`config.mk`:
```
export PLATFORM = sky130hd
export DESIGN_NAME = szc_class_decode
export DESIGN_NICKNAME = d
export VERILOG_FILES = /design/src/rtl/szc_pkg.sv /design/src/rtl/szc_class_decode.sv
export SDC_FILE = /design/constraint.sdc
export NUM_CORES = 1
export LEC_CHECK = 0
export BUFFER_PORTS_ARGS = -buffer_cell sky130_fd_sc_hd__buf_2
export CAP_MARGIN = 20
export CORE_AREA = 2 2 39 41
export DETAILED_ROUTE_END_ITERATION = 10
export DIE_AREA = 0 0 41 43
export PLACE_DENSITY_LB_ADDON = 0.1
export SYNTH_ARGS = -nofsm -noshare
export SYNTH_HDL_FRONTEND = slang
export SYNTH_SLANG_ARGS = --single-unit
export TNS_END_PERCENT = 30
```
`constraint.sdc`:
```
create_clock -name vclk -period 3.2
set_input_delay 0.16 -clock vclk [all_inputs]
set_output_delay 0.16 -clock vclk [all_outputs]
set_load 0.01 [all_outputs]
```
`src/rtl/szc_pkg.sv`:
```
package szc_pkg;

   localparam int GRAN_W   = 16;
   localparam int ADDR_W   = 20;
   localparam int SIZE_W   = 16;
   localparam int CLASS_W  = 3;
   localparam int STATUS_W = 2;
   localparam int CFG_W    = 17;
   localparam int WIDE_CLASS_W = 4;

   localparam logic FUNC_ALLOC = 1'b0;
   localparam logic FUNC_FREE  = 1'b1;

   localparam logic [STATUS_W-1:0] STATUS_OK       = 2'd0;
   localparam logic [STATUS_W-1:0] STATUS_NO_POOL  = 2'd1;
   localparam logic [STATUS_W-1:0] STATUS_TOO_LARGE = 2'd2;

   typedef struct packed {
      logic              valid;
      logic [GRAN_W-1:0] granule;
   } szc_link_type;

   typedef struct packed {
      logic              we;
      logic [GRAN_W-1:0] waddr;
      szc_link_type      wdata;
      logic              re;
      logic [GRAN_W-1:0] raddr;
   } szc_ram_req_type;

endpackage

```
`src/rtl/szc_class_decode.sv`:
```
module szc_class_decode
   import szc_pkg::*;
#(
   parameter int NUM_CLASSES = 8
) (
   input  logic [SIZE_W-1:0]                             size,
   output logic [((NUM_CLASSES > 1) ? $clog2(NUM_CLASSES) : 1)-1:0] cls,
   output logic                                          too_large
);

   localparam int CIDX_W = (NUM_CLASSES > 1) ? $clog2(NUM_CLASSES) : 1;
   localparam logic [SIZE_W:0] MAX_SIZE = (SIZE_W+1)'(16 << (NUM_CLASSES - 1));
   localparam logic [WIDE_CLASS_W-1:0] TOP_CLASS = WIDE_CLASS_W'(NUM_CLASSES - 1);
   localparam int GCNT_W = SIZE_W - 3;

   logic [SIZE_W:0]       size_round;
   logic [GCNT_W-1:0]     gcnt;
   logic [GCNT_W-1:0]     gcnt_m1;
   logic [WIDE_CLASS_W-1:0] cls_wide;
   logic [WIDE_CLASS_W-1:0] cls_clamp;

   always_comb begin
      size_round = {1'b0, size} + (SIZE_W+1)'(15);
      gcnt       = size_round[SIZE_W:4];
      gcnt_m1    = (gcnt == '0) ? '0 : gcnt - GCNT_W'(1);
      cls_wide   = '0;
      for (int i = 0; i < GCNT_W; i++) begin
         if (gcnt_m1[i]) begin
            cls_wide = WIDE_CLASS_W'(i + 1);
         end
      end
      cls_clamp = (cls_wide > TOP_CLASS) ? TOP_CLASS : cls_wide;
      cls       = cls_clamp[CIDX_W-1:0];
      too_large = ({1'b0, size} > MAX_SIZE);
   end

endmodule

```
# After elaboration in Yosys (flattened, before gate mapping)
# Cells that the tools add are included.
# op_classes
add_sub_neg	2
n_lt_le_gt_ge	2
mux	15
n_reduce_logical	1
# ops
op	count
$mux W4	12
$add A16 B4 Y17 const B	1
$gt A16 B12 Y1 const B	1
$logic_not A13 Y1	1
$mux W13	1
$sub A13 B1 Y13 const B	1
$gt A4 B3 Y1 const B	1
$mux W3	1
$mux W1	1
# word_totals
regBits	0
in_bits	16
output_inout_bits	4
word_cells	20

# Logic depth before layout (Yosys ltp)
# Gate-level depths: netlist of the first run.
# logic_depth
word_depth	18
mapped_depth	10

# Least setup slack after synthesis of the first run
# OpenSTA, ideal clock, no wires.
# synth_path
kind	input-to-output
start	in size[1]
end	out cls[0] (netlist name)
t_arrival_ns	2.216
t_required_ns	3.040
setup_slack_ns	0.824
path_stages	9
n_path_buf	1
cell_sequence	o41a_1 xnor2_1 ha_1 buf_6 or3_1 or2_1 a311o_1 a21oi_1 o22ai_1
# synth_between
elab_chain_len	18
elab_cells_between_ends	19
cone_classes	2 x add/sub; 1 x order compare; 15 x mux; 1 x reduce/logical
# synth_rtl
item	line_no	source
from (decl)	szc_class_decode.sv:6	input logic [SIZE_W-1:0] size,
$add A16 B4 Y17 *	szc_class_decode.sv:23	size_round = {1'b0, size} + (SIZE_W+1)'(15);
$sub A13 B1 Y13 / $logic_not A13 Y1 (equally long branches)	szc_class_decode.sv:25	gcnt_m1 = (gcnt == '0) ? '0 : gcnt - GCNT_W'(1);
$mux W13 *	szc_class_decode.sv:25	
$mux W1	szc_class_decode.sv:28	if (gcnt_m1[i]) begin
$mux W4 (11 in series)	szc_class_decode.sv:28	
$mux W4 *	szc_class_decode.sv:28	
$gt A4 B3 Y1	szc_class_decode.sv:32	cls_clamp = (cls_wide > TOP_CLASS) ? TOP_CLASS : cls_wide;
$mux W3 *	szc_class_decode.sv:32	
to (decl)	szc_class_decode.sv:7	output logic [((NUM_CLASSES > 1) ? $clog2(NUM_CLASSES) : 1)-1:0] cls,
# Every way passes the cells marked *; elsewhere a longest branch is shown, timed or not.

# Worst setup path after layout of the first run
# Ends and elaborated chain as after synthesis.

==> results of run 1 <==
-- layer usage --
layer  GRT usage [%]  vias to the layer above  wire length (um)
met5               0                        -                 0
met1           21.84                      280               602
met2           28.44                       13               638
met3               0                        0                57
met4           2.667                        0                 0
li1                -                      311                 -
-- cell type report --
| type | instances | area (um2) |
|---|---|---|
| timing repair buffer | 20 | 100.1 |
| multi-input combinational | 65 | 485.5 |
| tap | 16 | 20.02 |
| inverter | 4 | 15.01 |
| fill | 161 | 763.2 |
-- power by group through the flow --
| stage | clock network (mW) | registers (mW) | logic [mW] |
|---|---|---|---|
| global route | 0 | 0 | 0.0771 |
| global placement | 0 | 0 | 0.0686 |
| finish | 0 | 0 | 0.0686 |
| detailed placement | 0 | 0 | 0.0688 |
| CTS | 0 | 0 | 0.0690 |
| floorplan | 0 | 0 | 0.0477 |
-- path summary, 6_finish.rpt --
check,start,to,cells after the start
hold / removal,size[15],too_large,4
setup / recovery,size[1],cls[0],10
-- worst max-delay path: stages --
cell     delay (ns)
buf_2          0.14
o41a_1         0.49
xnor2_1        0.17
ha_1           0.32
or3_1          0.40
or2_1          0.22
a311o_1        0.35
a21oi_1        0.16
o22ai_1        0.09
buf_2          0.15
-- per-stage QoR --
step	cells	area [um2]	worst slack, ns
after CTS	105	620.6	0.3987
final	105	620.6	0.4006
after floorplan	73	541.8	0.8243
after global routing	105	620.6	0.2143
after detailed placement	105	620.6	0.4142
after global placement	105	620.6	0.4262
-- layout by cell type, fill, tap and decap left out, drive strengths merged, types with 2 or more instances in the layout --
master   instances
a21oi            7
nor2             5
inv              4
xor2             2
ha               2
nand2b           2
buf             20
or3              2
nor4             3
nor3             2
xnor2            3
o22ai            2
nor4b            2
nand3            2
o2111ai          2
o21ai            3
nand2            9
-- logic make-up (layout without fill, tap and decap cells) --
| logic type | Yosys count | in the layout | share of synthesized area [%] |
|---|---|---|---|
| simple gates | 33 | 33 | 39.96 |
| xor+xnor | 5 | 5 | 8.085 |
| fa+ha+maj | 2 | 2 | 4.618 |
| mux | 1 | 1 | 1.848 |
| compound gates | 24 | 24 | 35.11 |
| buf+inv | 8 | 24 | 10.39 |
==> impl_metrics.toml, run 1 <==
[run_status]
outcome = "complete, no violations"

[sta]
tns_ns = 0
tightestPinTransition_ns = 0.4498
post-route-period-util_pct = 87.48
slew_headroom_pct = 69.74
finalSetupViolCount = 0
fmax_mhz = 357.2
rsz0062_at_grt = "false"
drv_slew = 0
period_minus_slack_ns = 2.799
hold_ws_ns = 0.6323
hold_viol_final = 0

[finish]
seq_cells = 0
drive_gt1_share_pct = 31.46
nClkBuffers = 0
seqCellArea_um2 = 0
area_growth_syn_to_layout_pct = 14.55
layout.nets = 109
antenna_cells = 0
final_core_util_pct = 44.85

[routing]
vias = 604
drc = 0
routed_wirelength_um = 1299
dr.pass1.iters = 4
post_drt_wl_per_cell_um = 12.37
first_iter_violations = 16
via_per_inst = 5.752
postRouteAntennaNets = 0

[logic_synthesis]
synthTopCellsByArea = "a21oi_1, nand2_1, buf_6, o41ai_4, xnor2_1"
avgSynthCellArea_um2 = 7.422
ys_types = 40
synth_top_cell_area_share_pct = 6.467
synthesis.area_um2 = 541.8
yosysTopAreaCell = "a21oi_1"
yosysMostFrequentCell = "nand2_1"
ys_seq_area_share_pct = 0
synth_warnings = 0
syn_inst = 73
syn_nets = 91
synthTopCellsByCount = "nand2_1, a21oi_1, nor2_1"

[die]
io_pins = 20
num_rows = 14
die_y_um = 43
die_w_um = 41
dieArea_um2 = 1763
core_area_um2 = 1384
initial_core_util_pct = 39.15

[power_and_ir_drop]
power.total_uw = 68.59
power.share.combinational_pct = 100.0
p_sw_uw = 40.13
clock_power_share_pct = 0
ir_drop_v = 0.00008267
internal_power_uw = 28.46
seqPwrFrac_pct = 0
p_leak_nw = 0.2295
switching_share_pct = 58.50
power.density_nw_per_um2 = 110.5

[setup_path]
critical_path_class = "in -> out"
required_ns = 3.04
critPathArrivalTime_ns = 2.64
end_kind = "primary output"
start_kind = "input pin"
crit_fanout = 8

[hold_path]
hold_class = "in -> out"

[clocking]
postCtsResizedCells = 0
post_cts_buffers = 0
ctsHoldBuffers = 0

[global_routing]
grt_max_degree = 13
overflow = 0
grt_pass1_wl_um = 2159
grt.total_usage_pct = 16.38
antenna_found_initial = 0
grt_pass1_vias = 550

[placed_design]
dpl.hpwl_um = 1077
gp_congestion = 0.7842
portBuffers = 20

[job]
drv_cap = 0
No activity file was read; power rests on OpenSTA's default activity.
==> run 2, diff against run 1 <==
Settings changed: BUFFER_PORTS_ARGS -buffer_cell sky130_fd_sc_hd__buf_2 to -buffer_cell sky130_fd_sc_hd__clkbuf_2.
==> impl_metrics.toml, run 2 (synthesis results as in run 1) <==
[die]
dieArea_um2 = 1763
io_pins = 20
die_y_um = 43
num_rows = 14
die_w_um = 41
core_area_um2 = 1384
initial_core_util_pct = 39.15

[global_routing]
overflow = 0
grt.total_usage_pct = 15.78
grt_pass1_vias = 522
antenna_found_initial = 0
grt_max_degree = 13
grt_pass1_wl_um = 2118

[sta]
period_minus_slack_ns = 2.810
drv_slew = 0
rsz0062_at_grt = "false"
post-route-period-util_pct = 87.81
tns_ns = 0
hold_viol_final = 0
fmax_mhz = 355.9
tightestPinTransition_ns = 0.5122
finalSetupViolCount = 0
hold_ws_ns = 0.6496
slew_headroom_pct = 65.54

[setup_path]
required_ns = 3.04
crit_chain = "clkbuf_2 -> o41a_1 -> xnor2_1 -> ha_1 -> or3_1 -> or2_1 -> a311o_1 -> a21oi_1 -> o22ai_1 -> clkbuf_2"
slowest_stage = "o41a_1"
cpPeakStageDelay_ns = 0.48
critPathArrivalTime_ns = 2.65
critical_path_class = "in -> out"
critPathMostFrequentCell = "clkbuf_2"
start_kind = "input pin"
crit_fanout = 8
end_kind = "primary output"

[routing]
postRouteAntennaNets = 0
drc = 0
via_per_inst = 5.771
post_drt_wl_per_cell_um = 12.23
dr.pass1.iters = 5
vias = 606
routed_wirelength_um = 1284
first_iter_violations = 12

[placed_design]
portBuffers = 20
gp_congestion = 0.8489
dpl.hpwl_um = 1021

[clocking]
ctsHoldBuffers = 0
postCtsResizedCells = 0
post_cts_buffers = 0

[power_and_ir_drop]
ir_drop_v = 0.00007693
p_leak_nw = 0.2384
power.density_nw_per_um2 = 111.0

[finish]
area_growth_syn_to_layout_pct = 14.55
nClkBuffers = 0
seqCellArea_um2 = 0
antenna_cells = 0
mostFrequentLayoutCells = "clkbuf_2, nand2_1, a21oi_1"
final_core_util_pct = 44.85
layout_commonest_cell = "clkbuf_2"
fill_cells = 152
drive_gt1_share_pct = 31.46
seq_cells = 0
layout.nets = 109

[hold_path]
min_to = "too_large"
min-delay-start = "size[12]"
hold_depth = 4
hold_class = "in -> out"

[run_status]
outcome = "complete, no violations"

[job]
drv_cap = 0
[run 2: layer usage]
metal	global-route usage (%)	wire length, um	vias to the layer above
li1	-	-	313
met4	1.333	0	0
met2	24.38	581	24
met3	0	87	0
met1	24.68	616	269
met5	0	0	-
[run 2: worst max-delay path: cells and delay by family]
family | cells | cell delay, ns
XOR/XNOR | 1 | 0.17
adder cells (fa/ha/maj) | 1 | 0.31
buffers and inverters | 2 | 0.27
AND/OR/NAND/NOR | 2 | 0.63
AO/OA/AOI/OAI | 4 | 1.12
[run 2: power breakdown]
part / internal, mW / switching, mW
clock network: 0 / 0
logic: 0.0283 / 0.0405
registers: 0 / 0
total: 0.0283 / 0.0405
[run 2: through the flow]
step,setup WS [ns],std cells,cell area [um2],power [mW]
after CTS,0.4386,105,620.6,0.06832
after detailed placement,0.4525,105,620.6,0.06785
after global placement,0.4310,105,620.6,0.06839
after floorplan,0.8243,73,541.8,0.04771
after global routing,0.2720,105,620.6,0.07628
final,0.3901,105,620.6,0.06887
[run 2: layout make-up]
cell class	count	area [um2]	share of cell area, %
inverters	4	15.01	2.419
well taps	16	20.02	3.226
multi-input cells	65	485.5	78.23
repair buffers	20	100.1	16.13
[run 2: worst max path at each step]
stage            start      to  slack (ns)  cells after the start
5_1_grt        size[1]  cls[0]        0.27                     10
3_3_place_gp   size[1]  cls[0]        0.43                     10
4_1_cts        size[1]  cls[0]        0.44                     10
3_5_place_dp   size[1]  cls[0]        0.45                     10
2_1_floorplan  size[1]  cls[0]        0.82                      9
6_report       size[1]  cls[0]        0.39                     10
